`src/hw/rtl/chld_pkg.sv`:
```
`default_nettype none

package chld_pkg;

	localparam int unsigned MAX_LEB_BYTES_DEF = 5;
	localparam int unsigned OFFSET_BITS_DEF   = 20;

	localparam logic [31:0] CATCH_ALL_TYPE = 32'hFFFF_FFFF;
	localparam logic [31:0] HANDLER_LIMIT  = 32'h0000_FFFF;
	localparam logic [31:0] OFFSET_CLAMP   = 32'h000F_FFFF;

	typedef enum logic [5:0] {
		PH_LIST_SIZE  = 6'b000001,
		PH_COUNT      = 6'b000010,
		PH_TYPE       = 6'b000100,
		PH_ADDR_TYPED = 6'b001000,
		PH_ADDR_ALL   = 6'b010000,
		PH_HALT       = 6'b100000
	} phase_t;

	typedef struct packed {
		logic [15:0] handler_number;
		logic [19:0] handler_offset;
		logic [31:0] type_index;
		logic        catch_all;
		logic [31:0] target_address;
		logic        last_in_handler;
		logic        last_in_list;
		logic        format_error;
	} result_t;

	typedef struct packed {
		logic [31:0] value;
		logic        done;
		logic        overlong;
	} leb_out_t;

endpackage

`default_nettype wire

```
`src/hw/rtl/chld_leb.sv`:
```
`default_nettype none

module chld_leb import chld_pkg::*; #(
	parameter int unsigned MAX_LEB_BYTES = MAX_LEB_BYTES_DEF,
	localparam int unsigned CNT_W = $clog2(MAX_LEB_BYTES + 1)
) (
	input  wire logic [31:0]      value_in,
	input  wire logic [CNT_W-1:0] count_in,
	input  wire logic [7:0]       data_byte,
	input  wire logic             is_signed,
	output leb_out_t              res,
	output logic [CNT_W-1:0]      count_next
);

	logic [CNT_W-1:0] cnt_inc;
	logic [6:0]       shift_amt;
	logic [6:0]       sign_amt;
	logic [63:0]      part;
	logic [63:0]      fill;

	always_comb begin
		cnt_inc   = count_in + CNT_W'(1);
		shift_amt = 7'(count_in) * 7'd7;
		sign_amt  = 7'(cnt_inc) * 7'd7;
		part      = 64'(data_byte[6:0]) << shift_amt;
		fill      = ~((64'd1 << sign_amt) - 64'd1);

		res.value    = value_in | part[31:0];
		res.done     = !data_byte[7];
		res.overlong = data_byte[7] && (32'(cnt_inc) >= 32'(MAX_LEB_BYTES));
		// A signed value is sign-extended from the last byte it has.
		if (res.done && is_signed && data_byte[6] && (sign_amt < 7'd32)) begin
			res.value = res.value | fill[31:0];
		end
		count_next = cnt_inc;
	end

endmodule

`default_nettype wire

```
`src/hw/rtl/chld_core.sv`:
```
`default_nettype none

module chld_core import chld_pkg::*; #(
	parameter int unsigned MAX_LEB_BYTES = MAX_LEB_BYTES_DEF,
	parameter int unsigned OFFSET_BITS   = OFFSET_BITS_DEF,
	localparam int unsigned CNT_W = $clog2(MAX_LEB_BYTES + 1)
) (
	input  wire logic       clk,
	input  wire logic       arst_n,
	input  wire logic       take,
	input  wire logic [7:0] data_byte,
	input  wire logic       list_start,
	output logic            produced,
	output result_t         result
);

	phase_t                 phase_q, cur_phase, nxt_phase;
	logic [31:0]            leb_value_q, cur_val, nxt_val;
	logic [CNT_W-1:0]       leb_cnt_q, cur_cnt, nxt_cnt;
	logic [15:0]            handlers_left_q, cur_hl, nxt_hl, hl_dec;
	logic [31:0]            pairs_left_q, cur_pairs, nxt_pairs, count_pairs;
	logic                   catch_all_q, cur_cap, nxt_cap;
	logic [31:0]            pending_type_q, cur_pt, nxt_pt;
	logic [OFFSET_BITS-1:0] byte_pos_q, cur_pos, nxt_pos;
	logic [OFFSET_BITS-1:0] handler_begin_q, cur_hb, nxt_hb, hb_eff;
	logic [15:0]            handler_seen_q, cur_seen, nxt_seen;

	leb_out_t         leb_res;
	logic [CNT_W-1:0] leb_cnt_next;
	logic [31:0]      hb_wide;
	logic             neg_count;
	logic             res_all, res_lh, res_ll, res_err;
	logic [31:0]      res_type;

	// A list start restarts parsing from the reset state with this byte.
	always_comb begin
		cur_phase = list_start ? PH_LIST_SIZE : phase_q;
		cur_val   = list_start ? '0 : leb_value_q;
		cur_cnt   = list_start ? '0 : leb_cnt_q;
		cur_hl    = list_start ? '0 : handlers_left_q;
		cur_pairs = list_start ? '0 : pairs_left_q;
		cur_cap   = list_start ? 1'b0 : catch_all_q;
		cur_pt    = list_start ? '0 : pending_type_q;
		cur_pos   = list_start ? '0 : byte_pos_q;
		cur_hb    = list_start ? '0 : handler_begin_q;
		cur_seen  = list_start ? '0 : handler_seen_q;
	end

	chld_leb #(
		.MAX_LEB_BYTES(MAX_LEB_BYTES)
	) u_leb (
		.value_in  (cur_val),
		.count_in  (cur_cnt),
		.data_byte (data_byte),
		.is_signed (cur_phase == PH_COUNT),
		.res       (leb_res),
		.count_next(leb_cnt_next)
	);

	always_comb begin
		hb_eff = ((cur_phase == PH_COUNT) && (cur_cnt == '0)) ? cur_pos : cur_hb;

		nxt_phase   = cur_phase;
		nxt_val     = cur_val;
		nxt_cnt     = cur_cnt;
		nxt_hl      = cur_hl;
		nxt_pairs   = cur_pairs;
		nxt_cap     = cur_cap;
		nxt_pt      = cur_pt;
		nxt_pos     = cur_pos;
		nxt_hb      = cur_hb;
		nxt_seen    = cur_seen;
		neg_count   = 1'b0;
		count_pairs = '0;
		hl_dec      = cur_hl;
		produced    = 1'b0;
		res_all     = 1'b0;
		res_lh      = 1'b0;
		res_ll      = 1'b0;
		res_err     = 1'b0;
		res_type    = '0;

		if (cur_phase != PH_HALT) begin
			nxt_hb  = hb_eff;
			nxt_val = leb_res.value;
			nxt_cnt = leb_cnt_next;
			nxt_pos = (&cur_pos) ? cur_pos : cur_pos + OFFSET_BITS'(1);
			if (leb_res.overlong) begin
				produced  = 1'b1;
				res_err   = 1'b1;
				nxt_phase = PH_HALT;
			end else if (leb_res.done) begin
				nxt_val = '0;
				nxt_cnt = '0;
				unique case (cur_phase)
					PH_LIST_SIZE: begin
						if (leb_res.value > HANDLER_LIMIT) begin
							produced  = 1'b1;
							res_err   = 1'b1;
							nxt_phase = PH_HALT;
						end else if (leb_res.value == '0) begin
							nxt_phase = PH_HALT;
						end else begin
							nxt_hl    = leb_res.value[15:0];
							nxt_seen  = '0;
							nxt_phase = PH_COUNT;
						end
					end
					PH_COUNT: begin
						neg_count   = (leb_res.value == '0) || leb_res.value[31];
						count_pairs = neg_count ? (~leb_res.value + 32'd1) : leb_res.value;
						nxt_cap     = neg_count;
						nxt_pairs   = count_pairs;
						nxt_phase   = (count_pairs != '0) ? PH_TYPE : PH_ADDR_ALL;
					end
					PH_TYPE: begin
						nxt_pt    = leb_res.value;
						nxt_pairs = cur_pairs - 32'd1;
						nxt_phase = PH_ADDR_TYPED;
					end
					PH_ADDR_TYPED, PH_ADDR_ALL: begin
						res_all  = (cur_phase == PH_ADDR_ALL);
						res_type = res_all ? CATCH_ALL_TYPE : cur_pt;
						res_lh   = res_all || ((cur_pairs == '0) && !cur_cap);
						res_ll   = res_lh && (cur_hl <= 16'd1);
						produced = 1'b1;
						if (res_all) begin
							nxt_cap = 1'b0;
						end
						if (!res_lh) begin
							nxt_phase = (cur_pairs != '0) ? PH_TYPE : PH_ADDR_ALL;
						end else begin
							hl_dec    = (cur_hl != '0) ? cur_hl - 16'd1 : cur_hl;
							nxt_hl    = hl_dec;
							nxt_seen  = cur_seen + 16'd1;
							nxt_phase = (hl_dec == '0) ? PH_HALT : PH_COUNT;
						end
					end
					default: begin
						nxt_phase = PH_HALT;
					end
				endcase
			end
		end
	end

	always_comb begin
		hb_wide                = 32'(hb_eff);
		result.handler_number  = cur_seen;
		result.handler_offset  = (hb_wide > OFFSET_CLAMP) ? OFFSET_CLAMP[19:0] : hb_wide[19:0];
		result.type_index      = res_type;
		result.catch_all       = res_all;
		result.target_address  = res_err ? '0 : leb_res.value;
		result.last_in_handler = res_lh;
		result.last_in_list    = res_ll;
		result.format_error    = res_err;
	end

	always_ff @(posedge clk or negedge arst_n) begin
		if (!arst_n) begin
			phase_q         <= PH_LIST_SIZE;
			leb_value_q     <= '0;
			leb_cnt_q       <= '0;
			handlers_left_q <= '0;
			pairs_left_q    <= '0;
			catch_all_q     <= 1'b0;
			pending_type_q  <= '0;
			byte_pos_q      <= '0;
			handler_begin_q <= '0;
			handler_seen_q  <= '0;
		end else if (take) begin
			phase_q         <= nxt_phase;
			leb_value_q     <= nxt_val;
			leb_cnt_q       <= nxt_cnt;
			handlers_left_q <= nxt_hl;
			pairs_left_q    <= nxt_pairs;
			catch_all_q     <= nxt_cap;
			pending_type_q  <= nxt_pt;
			byte_pos_q      <= nxt_pos;
			handler_begin_q <= nxt_hb;
			handler_seen_q  <= nxt_seen;
		end
	end

endmodule

`default_nettype wire

```
`src/hw/rtl/chld_out_reg.sv`:
```
`default_nettype none

module chld_out_reg import chld_pkg::*; (
	input  wire logic    clk,
	input  wire logic    arst_n,
	input  wire logic    load,
	input  wire logic    produced,
	input  wire result_t result_in,
	input  wire logic    m_tready,
	output logic         m_tvalid,
	output result_t      result_q,
	output logic         space
);

	logic valid_q;

	assign space    = !valid_q || m_tready;
	assign m_tvalid = valid_q;

	always_ff @(posedge clk or negedge arst_n) begin
		if (!arst_n) begin
			valid_q <= 1'b0;
		end else if (load) begin
			valid_q <= produced;
		end else if (m_tready) begin
			valid_q <= 1'b0;
		end
	end

	always_ff @(posedge clk) begin
		if (load && produced) begin
			result_q <= result_in;
		end
	end

endmodule

`default_nettype wire

```
`src/hw/rtl/catch_handler_list_decoder.sv`:
```
// Decodes an encoded catch-handler list arriving one byte per transaction and emits
// one transaction per handler entry, with the catch-all entry last in its handler.
// It sustains one byte per clock cycle while the output is not stalled; a result
// passes through the input register, the combinational LEB128 accumulate and phase
// update in the decoder, and the result register before it is offered. Raising
// the start flag restarts parsing at that byte; after an overlong value or list
// size the decoder reports one error and drops bytes until the next start.
`default_nettype none

module catch_handler_list_decoder import chld_pkg::*; #(
	parameter int unsigned MAX_LEB_BYTES = MAX_LEB_BYTES_DEF,
	parameter int unsigned OFFSET_BITS   = OFFSET_BITS_DEF
) (
	input  wire logic         clk,
	input  wire logic         arst_n,
	input  wire logic         s_tvalid,
	output logic              s_tready,
	input  wire logic [7:0]   s_tdata,  // data_byte
	input  wire logic         s_tuser,  // list_start
	output logic              m_tvalid,
	input  wire logic         m_tready,
	// handler_number, handler_offset, type_index, target_address, zero fill
	output logic [103:0]      m_tdata,
	output logic [2:0]        m_tuser,  // catch_all, last_in_handler, format_error
	output logic              m_tlast   // last_in_list
);

	logic       valid_s1;
	logic [7:0] byte_s1;
	logic       start_s1;
	logic       advance;
	logic       space;
	logic       produced;
	result_t    result_c;
	result_t    result_q;

	assign advance  = valid_s1 && space;
	assign s_tready = arst_n && (!valid_s1 || advance);

	always_ff @(posedge clk or negedge arst_n) begin
		if (!arst_n) begin
			valid_s1 <= 1'b0;
		end else if (s_tready) begin
			valid_s1 <= s_tvalid;
		end
	end

	always_ff @(posedge clk) begin
		if (s_tvalid && s_tready) begin
			byte_s1  <= s_tdata;
			start_s1 <= s_tuser;
		end
	end

	chld_core #(
		.MAX_LEB_BYTES(MAX_LEB_BYTES),
		.OFFSET_BITS  (OFFSET_BITS)
	) u_core (
		.clk       (clk),
		.arst_n    (arst_n),
		.take      (advance),
		.data_byte (byte_s1),
		.list_start(start_s1),
		.produced  (produced),
		.result    (result_c)
	);

	chld_out_reg u_out (
		.clk      (clk),
		.arst_n   (arst_n),
		.load     (advance),
		.produced (produced),
		.result_in(result_c),
		.m_tready (m_tready),
		.m_tvalid (m_tvalid),
		.result_q (result_q),
		.space    (space)
	);

	assign m_tdata = {4'b0000, result_q.target_address, result_q.type_index,
		result_q.handler_offset, result_q.handler_number};
	assign m_tuser = {result_q.format_error, result_q.last_in_handler, result_q.catch_all};
	assign m_tlast = result_q.last_in_list;

endmodule

`default_nettype wire

```
`config.mk`:
```
export PLATFORM = sky130hd
export DESIGN_NAME = catch_handler_list_decoder
export DESIGN_NICKNAME = d
export VERILOG_FILES = /design/src/hw/rtl/chld_pkg.sv /design/src/hw/rtl/chld_leb.sv /design/src/hw/rtl/chld_core.sv /design/src/hw/rtl/chld_out_reg.sv /design/src/hw/rtl/catch_handler_list_decoder.sv
export SDC_FILE = /design/constraint.sdc
export NUM_CORES = 1
export LEC_CHECK = 0
export BUFFER_PORTS_ARGS = -buffer_cell sky130_fd_sc_hd__buf_2
export CAP_MARGIN = 40
export CORE_ASPECT_RATIO = 1.2
export CORE_MARGIN = 2
export CORE_UTILIZATION = 49
export DETAILED_ROUTE_END_ITERATION = 16
export PLACE_DENSITY = 0.7
export SYNTH_ARGS = -nofsm -noshare
export SYNTH_HDL_FRONTEND = slang
export SYNTH_SLANG_ARGS = --single-unit
```
`constraint.sdc`:
```
create_clock -name clk -period 10.3 [get_ports clk]
set_input_delay 2.06 -clock clk [delete_from_list [all_inputs] [get_ports clk]]
set_output_delay 2.06 -clock clk [all_outputs]
set_load 0.05 [all_outputs]
```
---- After elaboration in Yosys (flattened, before gate mapping) ----
Cells that the tools add are included.
storage, ports and cells
  register bits ........................... 293
  input port bits ......................... 13
  logic and storage cells ................. 151
operators by class
  add/sub/neg operators ................... 7
  multiply operators ...................... 2
  order comparisons ....................... 4
  eq/ne operators ......................... 6
  shift operators ......................... 2
  mux-type cells .......................... 72
  bitwise gates (word level) .............. 6
  reductions and logical operators ........ 30
operators by type and width
  cell                                                             number
  two-way mux 32 bit                                               16
  two-way mux 16 bit                                               15
  two-way mux 20 bit                                               6
  logical NOT 32 bit                                               2
  inverter 32 bit                                                  2
  OR 32 bit                                                        2
  one-hot mux 16 bit (2 select lines)                              2
  one-hot mux 32 bit (2 select lines)                              1
  nonzero test 32 bit                                              2
  subtractor 32 x 1 -> 32 bit, second input constant               2
  two-way mux 6 bit                                                8
  adder 32 x 1 -> 32 bit, second input constant                    1
  > comparator 32 x 16 -> 1 bit, second input constant             1
  left shift 1 x 6 -> 32 bit, first input constant                 1
  left shift 7 x 6 -> 32 bit                                       1
  one-hot mux 6 bit (4 select lines)                               1
  adder 20 x 1 -> 20 bit, second input constant                    1
  AND reduction 20 bit                                             1
  adder 16 x 1 -> 16 bit, second input constant                    1
  less-or-equal comparator 16 x 1 -> 1 bit, second input constant  1
  logical NOT 16 bit                                               1
  nonzero test 16 bit                                              1
  subtractor 16 x 1 -> 16 bit, second input constant               1
  two-way mux 1 bit                                                15
  other kinds (21)                                                 44

---- Longest topological paths before layout ----
Gate-level depths: netlist of run 1.
  depth in word-level cells ............... 17
  gate-level depth with buffers ........... 31
  mapped depth without buffers ............ 20

---- Modules after synthesis ----
A second synthesis of run 1 with hierarchy kept.
unflattened totals
  cell total of the unflattened synthesis .. 1,782
  area, all modules ....................... 16,642.2 um^2
by module, submodules not included
  module                      times used  cells an instance  area an instance (um^2)
  chld_core                   1           1,557              12,305.6
  chld_out_reg                1           108                3,178.0
  chld_leb                    1           95                 790.8
  catch_handler_list_decoder  1           22                 367.9

---- Worst setup path before layout of run 1 ----
OpenSTA, ideal clock, no wires.
  path kind ............................... register -> register
  start point ............................. reg start_s1
  end point ............................... reg u_out.result_q[0] (netlist name)
  data arrival time ....................... 9,478 ps
  required time ........................... 9,732 ps
  setup slack ............................. 254 ps
  stages on the path, launching flop included .. 23
  path buffers ............................ 12
  period minus slack after synthesis ...... 10,046 ps
  path through ............................ edfxtp_1 > buf_2 > buf_2 > buf_1 > clkbuf_1 > clkbuf_1 > clkbuf_1 > buf_1 > clkbuf_1 > buf_1 > buf_1 > clkbuf_1 > nor2_1 > ha_1 > nor3b_1 > and4_1 > clkbuf_1 > nand3_1 > o211ai_1 > nor3_1 > a31oi_1 > nor3_1 > nor2_1
on the way
  cells in the longest elaborated chain, start to end .. 15
  elaborated cells on any way between the ends .. 32
  those cells by class .................... 2 x add/sub; 2 x mul; 3 x order compare; 5 x eq/ne; 2 x shift; 9 x mux; 3 x bitwise; 6 x reduce/logical
RTL lines
  what                                line                              text
  from (decl)                         catch_handler_list_decoder.sv:30  logic start_s1;
  from (signal assigned)              catch_handler_list_decoder.sv:51  start_s1 <= s_tuser;
  two-way mux 3 bit                   chld_core.sv:39                   cur_cnt = list_start ? '0 : leb_cnt_q;
  adder 3 x 1 -> 3 bit                chld_leb.sv:22                    cnt_inc = count_in + CNT_W'(1);
  multiplier 3 x 3 -> 6 bit           chld_leb.sv:24                    sign_amt = 7'(cnt_inc) * 7'd7;
  left shift 1 x 6 -> 32 bit          chld_leb.sv:26                    fill = ~((64'd1 << sign_amt) - 64'd1);
  subtractor 32 x 1 -> 32 bit         chld_leb.sv:26
  inverter 32 bit                     chld_leb.sv:26
  OR 32 bit                           chld_leb.sv:33                    res.value = res.value | fill[31:0];
  two-way mux 32 bit                  chld_leb.sv:32                    if (res.done && is_signed && data_byte[6] && (sign_amt < 7'd32)) begin
  > comparator 32 x 16 -> 1 bit       chld_core.sv:97                   if (leb_res.value > HANDLER_LIMIT) begin
  two-way mux 1 bit                   chld_core.sv:97
  one-hot mux 1 bit (2 select lines)  chld_core.sv:95                   unique case (cur_phase)
  two-way mux 1 bit                   chld_core.sv:92                   end else if (leb_res.done) begin
  two-way mux 1 bit                   chld_core.sv:88                   if (leb_res.overlong) begin
  two-way mux 1 bit (*)               chld_core.sv:83                   if (cur_phase != PH_HALT) begin
  logical AND 1 bit (*)               chld_out_reg.sv:31                if (load && produced) begin
Every way passes the cells marked *; elsewhere a longest branch is shown, timed or not.
A chain may end at the register's enable or synchronous reset.

---- Worst setup path after layout of run 1 ----
  start point ............................. reg start_s1
  end point ............................... reg u_core.phase_q[2]
on the way
  cells in the longest elaborated chain, start to end .. 17
  elaborated cells on any way between the ends .. 48
  those cells by class .................... 3 x add/sub; 2 x mul; 3 x order compare; 6 x eq/ne; 2 x shift; 15 x mux; 4 x bitwise; 13 x reduce/logical
RTL lines
  what                                                        line                                text
  two-way mux 3 bit                                           chld_core.sv:39
  adder 3 x 1 -> 3 bit                                        chld_leb.sv:22
  multiplier 3 x 3 -> 6 bit                                   chld_leb.sv:24
  left shift 1 x 6 -> 32 bit                                  chld_leb.sv:26
  subtractor 32 x 1 -> 32 bit                                 chld_leb.sv:26
  inverter 32 bit                                             chld_leb.sv:26
  OR 32 bit                                                   chld_leb.sv:33
  two-way mux 32 bit                                          chld_leb.sv:32
  inverter 32 bit or logical NOT 32 bit (tied branches)       chld_core.sv:111, chld_core.sv:110
  adder 32 x 1 -> 32 bit or logical OR 1 bit (tied branches)  chld_core.sv:111, chld_core.sv:110
  two-way mux 32 bit                                          chld_core.sv:111                    count_pairs = neg_count ? (~leb_res.value + 32'd1) : leb_res.value;
  nonzero test 32 bit                                         chld_core.sv:114                    nxt_phase = (count_pairs != '0) ? PH_TYPE : PH_ADDR_ALL;
  two-way mux 5 bit                                           chld_core.sv:114
  one-hot mux 6 bit (4 select lines)                          chld_core.sv:95
  two-way mux 6 bit                                           chld_core.sv:92
  two-way mux 6 bit                                           chld_core.sv:88
  two-way mux 6 bit (*)                                       chld_core.sv:83
  to (signal assigned)                                        chld_core.sv:172                    phase_q <= nxt_phase;
  to (decl)                                                   chld_core.sv:17                     phase_t phase_q, cur_phase, nxt_phase;
Marks and branches as above.

==> results.py, run 1 <==
metrics = {
    "yosys": {
        "synth_cell_type_count": 84,
        "synth.top_cell.area_share_pct": 27.6,
        "synthXorXnorAreaFrac_pct": 2.65,
        "synth.avg_cell_area_sq_um": 8.94,
        "synth-compound-area-share_pct": 21.3,
        "synth_mux_area_share_pct": 0.849,
        "synth_seq_cells": 293,
        "synthCells": 1813,
        "ys.flop_type": "dfrtp_1",
        "synthSimpleGateAreaFrac_pct": 22.1,
        "yosysMostFrequentCell": "nand2_1",
        "synthArstFlopShare_pct": 61.4,
        "synth_common_cells": "nand2_1, o21ai_0, dfrtp_1",
        "synth_top_family_by_area": "simple AND/OR/NAND/NOR gates",
        "yosys.area.top_type": "dfrtp_1",
        "yosys.area_share.adder_pct": 0.926,
        "synth_area_sq_um": 16200,
        "ys_warn_count": 0,
        "synthTopCellsByArea": "dfrtp_1, edfxtp_1, nand2_1",
        "synth_edf_count": 113,
        "synth-seq-area-share_pct": 48.7,
    },
    "sta": {
        "relSlewSlack_pct": 35.4,
        "whs_ns": 0.475,
        "fin_tns_setup_ns": 0,
        "hold_viol": 0,
        "clock-skew-final_ns": 0.0122,
        "max_slew.worst_pin.slew_ns": 0.969,
        "slew_viol_final": 0,
        "rsz0062_at_grt": "false",
        "finalSetupViolCount": 0,
        "period_share_pct": 66.5,
        "layout_min_cycle_time_ns": 6.85,
        "fmax_mhz": 146,
    },
    "floorplan": {
        "io_pins": 123,
        "die_y_um": 203,
        "fp-row-count": 73,
        "core_area_sq_um": 32900,
        "start_util_pct": 49.3,
        "die_w_um": 170,
        "die_area_sq_um": 34600,
    },
    "run_status": {
        "run_status": "complete, no violations",
    },
    "placed_design": {
        "hpwlAfterDp_um": 37700,
        "port_buffers": 118,
        "gp_congestion": 1.00,
        "place_inst": 2271,
    },
    "clock_tree": {
        "htreeDepth": 1,
        "cts_root_buf": "clkbuf_16",
        "cts.repair.resized": 0,
        "clockBufferDepth": 3,
        "clk_latency_ns": 0.60,
        "cts_hold_buf": 0,
        "cts_setup_buffers": 0,
        "cts_tree": "built",
        "cts_made_buffers": 30,
        "clk_pin_slew_ns": 0.07,
        "cts.sinks": 293,
    },
    "route": {
        "initialDrtViolationCount": 1522,
        "ant_nets": 0,
        "route.detailed.drc": 0,
        "drt-total-wl_um": 53000,
        "avgViaCountPerCell": 6.37,
        "via_count": 14800,
        "wl_per_cell_um": 22.7,
        "dr.pass1.iters": 7,
    },
    "setup_path": {
        "cp_max_fo": 154,
        "cp.arrival_ns": 7.33,
        "worstSetupStartpointType": "flop",
        "worstSetupEndpointType": "flop",
        "critPathRequiredTime_ns": 10.79,
        "crit_type": "flop to flop",
    },
    "finish": {
        "final_nets": 1917,
        "instances_no_fill": 2329,
        "fin_util_pct": 55.9,
        "layout-drive-gt1-share_pct": 13.3,
        "syn_to_final_growth_pct": 13.3,
    },
    "global_routing": {
        "antenna_found_initial": 0,
        "grt_pass1_wl_um": 82400,
        "grt_pass1_vias": 14100,
        "track_usage_pct": 30.8,
        "grt_max_degree": 155,
        "globalRouteOverflowTotal": 0,
    },
    "pwr": {
        "p_per_area_nw_per_um2": 213,
        "peakVddDrop_uv": 149,
        "pwr-share-seq_pct": 36.8,
        "p_int_mw": 2.42,
        "power_mw": 3.91,
        "power.switching_mw": 1.49,
        "swShare_pct": 38.2,
        "combPwrFrac_pct": 32.4,
        "power.leakage_nw": 7.66,
        "clkPwrFrac_pct": 30.9,
    },
    "worst_hold_path": {
        "hold_class": "flop to flop",
    },
    "flow_run": {
        "cap_violations": 0,
    },
}
-- cells by family (layout without fill, tap and decap cells) --
kind of cell / Yosys count / after routing
AOI/OAI and AO/OA: 548 / 548
muxes: 13 / 13
DFF: 293 / 293
and+or+nand+nor: 757 / 757
other: 1 / 5
buffers and inverters: 140 / 240
xor gates and xnor gates: 49 / 49
adders and majority gates: 12 / 12
-- state kept, by name (all words and copies together), names as in the netlist --
signal                  count
u_out.m_tvalid              1
start_s1                    1
u_core.leb_value_q         32
u_core.handlers_left_q     16
u_core.byte_pos_q          20
byte_s1                     8
u_core.pairs_left_q        32
u_core.handler_begin_q     20
u_core.catch_all_q          1
u_core.phase_q              6
u_core.handler_seen_q      16
u_core.pending_type_q      32
u_core.leb_cnt_q            3
valid_s1                    1
u_out.result_q            104
-- per-stage QoR --
step	setup WS, ns	cell area [sq um]
2_1_floorplan	0.254	16200
3_3_place_gp	3.85	17200
3_5_place_dp	3.60	17300
4_1_cts	3.58	18400
5_1_grt	2.99	18400
6_report	3.45	18400
-- layout by cell type (no fill, tap or decap), types with 36 or more instances in the layout --
cell type,n
a21oi_1,111
a21o_1,40
nor2b_1,37
nand2_1,329
edfxtp_1,113
nand3_1,36
o21ai_0,186
dfrtp_1,179
nor2_1,160
buf_2,117
-- path summary, 6_finish.rpt --
check                           depth (start not counted)                               endpoint  slack [ns]                             startpoint
worst min-delay path                                    2  u_core.handler_begin_q[7]$_DFFE_PN0P_        0.48  u_core.handler_begin_q[7]$_DFFE_PN0P_
worst max-delay path                                   20          u_core.phase_q[2]$_DFFE_PN0P_        3.45                     start_s1$_DFFE_PP_
worst min register to register                          2  u_core.handler_begin_q[7]$_DFFE_PN0P_        0.48  u_core.handler_begin_q[7]$_DFFE_PN0P_
worst max register to register                         20          u_core.phase_q[2]$_DFFE_PN0P_        3.45                     start_s1$_DFFE_PP_
max in group asynchronous                               3   u_core.handler_seen_q[6]$_DFFE_PN0P_        7.75                                 arst_n
min in group asynchronous                               1  u_core.handlers_left_q[6]$_DFFE_PN0P_        1.41                                 arst_n
-- worst max-delay path, stage by stage, from the launching register on --
cell and delay [ns]:
edfxtp_1 0.38, buf_12 0.43, inv_2 0.46, nand2_1 0.16, ha_1 0.28, inv_1 0.08, ha_1 0.19, nor3b_1 0.07
nand4_1 0.22, nor2_1 0.15, a221oi_1 0.76, ha_1 0.42, inv_1 0.16, nor4_1 0.64, nand3_1 0.42, or2_2 0.39
a211oi_1 0.29, o22ai_1 0.12, a2111o_1 0.29, or4_4 0.51, a31o_1 0.23
-- final cells by class --
type | count | area (sq um)
Inverter | 26 | 97.6
Clock buffer | 38 | 812
Timing Repair Buffer | 158 | 963
Sequential cell | 293 | 7900
Clock inverter | 18 | 287
Tap cell | 412 | 515
Fill cell | 2948 | 14500
Multi-Input combinational cell | 1383 | 7790
Antenna cell | 1 | 2.50
-- power groups by stage --
| stage | Combinational, mW | Sequential (mW) | Clock, mW |
|---|---|---|---|
| finish | 1.26 | 1.44 | 1.21 |
| floorplan | 0.758 | 1.53 | 0 |
| detailed placement | 1.23 | 1.45 | 0 |
| CTS | 1.24 | 1.43 | 1.22 |
| global route | 1.36 | 1.45 | 1.27 |
| global placement | 1.22 | 1.45 | 0 |
-- layer usage --
metal	global-route usage, %	part of all wire (%)	up-vias
met2	49.7	46	770
met5	0	0	-
li1	-	-	6732
met3	4.29	7.4	206
met4	18.9	6.7	0
met1	39.4	40	7118
Power figures use the tool's default switching activity.
==> run 2: changes to the inputs <==
- PLACE_DENSITY: 0.7 -> 0.67
- clock period: 10.3 -> 7 ns (I/O delays scaled with it)
==> run 2 against run 1 <==
Net effect: critical path depth stayed put; die area stayed put; register-to-register slack worse by 2.6 ns; largest power group unchanged; non-clock buffer count is 16 higher; highest routed layer unchanged; first-iteration DRC count is 6.5% lower; hold slack worse by 0.0016 ns; sequential share of layout area is 0.076 points higher; critical endpoint unchanged; maximum frequency is 11% higher; critical path type unchanged; count of clock-buffer cells in the layout is 1 lower; largest cell class unchanged.
==> results.py, run 2 (synthesis gave the netlist of run 1 again) <==
metrics = {
    "clock_tree": {
        "cts.repair.resized": 0,
        "cts_root_buf": "clkbuf_16",
        "cts_tree": "built",
        "cts_made_buffers": 30,
        "cts_setup_buffers": 0,
        "clockBufferDepth": 3,
        "cts_hold_buf": 0,
        "htreeDepth": 1,
        "cts.sinks": 293,
        "clk_pin_slew_ns": 0.07,
        "clk_latency_ns": 0.59,
    },
    "floorplan": {
        "die_area_sq_um": 34600,
        "fp-row-count": 73,
        "die_y_um": 203,
        "die_w_um": 170,
        "core_area_sq_um": 32900,
        "io_pins": 123,
        "start_util_pct": 49.3,
    },
    "setup_path": {
        "crit_type": "flop to flop",
        "cp_max_fo": 23,
        "critPathRequiredTime_ns": 7.48,
        "worstSetupEndpointType": "flop",
        "cp.arrival_ns": 6.63,
        "worstSetupStartpointType": "flop",
    },
    "global_routing": {
        "globalRouteOverflowTotal": 0,
        "antenna_found_initial": 0,
        "track_usage_pct": 31.5,
        "grt_pass1_wl_um": 83400,
        "grt_max_degree": 74,
        "grt_pass1_vias": 14000,
    },
    "placed_design": {
        "gp_congestion": 0.982,
        "hpwlAfterDp_um": 38500,
        "port_buffers": 118,
    },
    "route": {
        "ant_nets": 0,
        "drt-total-wl_um": 53700,
        "initialDrtViolationCount": 1423,
        "via_count": 14500,
        "dr.pass1.iters": 7,
        "route.detailed.drc": 0,
        "avgViaCountPerCell": 6.18,
        "wl_per_cell_um": 22.9,
    },
    "finish": {
        "antennaDiodeCount": 0,
        "layout-drive-gt1-share_pct": 13.8,
        "final_cell_mix": "nand2_1, o21ai_0, dfrtp_1",
        "final_common_cell": "nand2_1",
        "regMostFlops": "u_out.result_q",
        "syn_to_final_growth_pct": 13.1,
        "largest_register_ffs": 104,
        "fin_util_pct": 55.8,
        "final_nets": 1933,
    },
    "pwr": {
        "power.leakage_nw": 7.66,
        "peakVddDrop_uv": 206,
        "p_per_area_nw_per_um2": 303,
    },
    "sta": {
        "rsz0062_at_grt": "false",
        "hold_viol": 0,
        "finalSetupViolCount": 0,
        "max_slew.worst_pin.slew_ns": 0.990,
        "fmax_mhz": 163,
        "clock-skew-final_ns": 0.0125,
        "period_share_pct": 87.9,
        "fin_tns_setup_ns": 0,
        "relSlewSlack_pct": 33.5,
        "slew_viol_final": 0,
        "layout_min_cycle_time_ns": 6.15,
    },
    "flow_run": {
        "cap_violations": 0,
    },
    "worst_hold_path": {
        "hold_class": "flop to flop",
    },
    "run_status": {
        "run_status": "complete, no violations",
    },
}
-- run 2: cell type report --
| type | count | area, sq um |
|---|---|---|
| Clock buffer | 37 | 828 |
| Clock inverter | 19 | 139 |
| Fill cell | 2967 | 14500 |
| Inverter | 26 | 97.6 |
| Multi-Input combinational cell | 1383 | 7790 |
| Sequential cell | 293 | 7900 |
| Tap cell | 412 | 515 |
| Timing Repair Buffer | 174 | 1070 |
-- run 2: critical path: stages, from the launching register on --
cell and delay, ns:
dfrtp_1 0.73, buf_4 0.28, nand2_1 0.07, ha_1 0.31, inv_1 0.08, ha_1 0.21
nor3b_1 0.08, nand4_1 0.22, nor2_1 0.14, a221o_1 0.27, inv_1 0.23, ha_1 0.34
inv_1 0.16, nor4_1 0.69, nand3_1 0.43, or2_2 0.40, a211oi_1 0.26, o22ai_1 0.11
a2111o_1 0.29, or4_4 0.50, a31o_1 0.23
-- run 2: stage by stage --
stage	setup WS (ns)	hold WS (ns)	total power [mW]	area (sq um)	std cells
floorplan	0.0282	0.439	3.36	16200	1816
global placement	1.19	0.457	3.94	17300	2280
detailed placement	0.986	0.462	3.96	17400	2288
CTS	0.964	0.476	5.55	18300	2344
global route	0.397	0.492	5.81	18300	2344
finish	0.847	0.474	5.56	18300	2344
-- run 2: path summary, 6_finish.rpt --
| kind | from | end | slack (ns) | cells past startpoint |
|---|---|---|---|---|
| worst max-delay path | u_core.leb_cnt_q[1]$_DFFE_PN0P_ | u_core.phase_q[2]$_DFFE_PN0P_ | 0.85 | 20 |
| worst min-delay path | u_core.handler_begin_q[4]$_DFFE_PN0P_ | u_core.handler_begin_q[4]$_DFFE_PN0P_ | 0.47 | 2 |
| worst max register to register | u_core.leb_cnt_q[1]$_DFFE_PN0P_ | u_core.phase_q[2]$_DFFE_PN0P_ | 0.85 | 20 |
| worst min register to register | u_core.handler_begin_q[4]$_DFFE_PN0P_ | u_core.handler_begin_q[4]$_DFFE_PN0P_ | 0.47 | 2 |
| max in group asynchronous | arst_n | u_core.handler_seen_q[6]$_DFFE_PN0P_ | 4.47 | 4 |
| min in group asynchronous | arst_n | u_core.handlers_left_q[6]$_DFFE_PN0P_ | 0.80 | 1 |
-- run 2: per-layer routing --
layer / GRT usage [%] / share of wire [%]
met5: 0 / 0
met1: 40.9 / 41
met3: 3.73 / 6.6
met2: 51.1 / 47
met4: 18.1 / 6.0
-- run 2: report_power, final --
group          leakage (nW)  internal (mW)  switching, mW
clock                 0.463          0.879          0.707
sequential             3.51           1.95          0.141
combinational          3.69          0.565           1.32
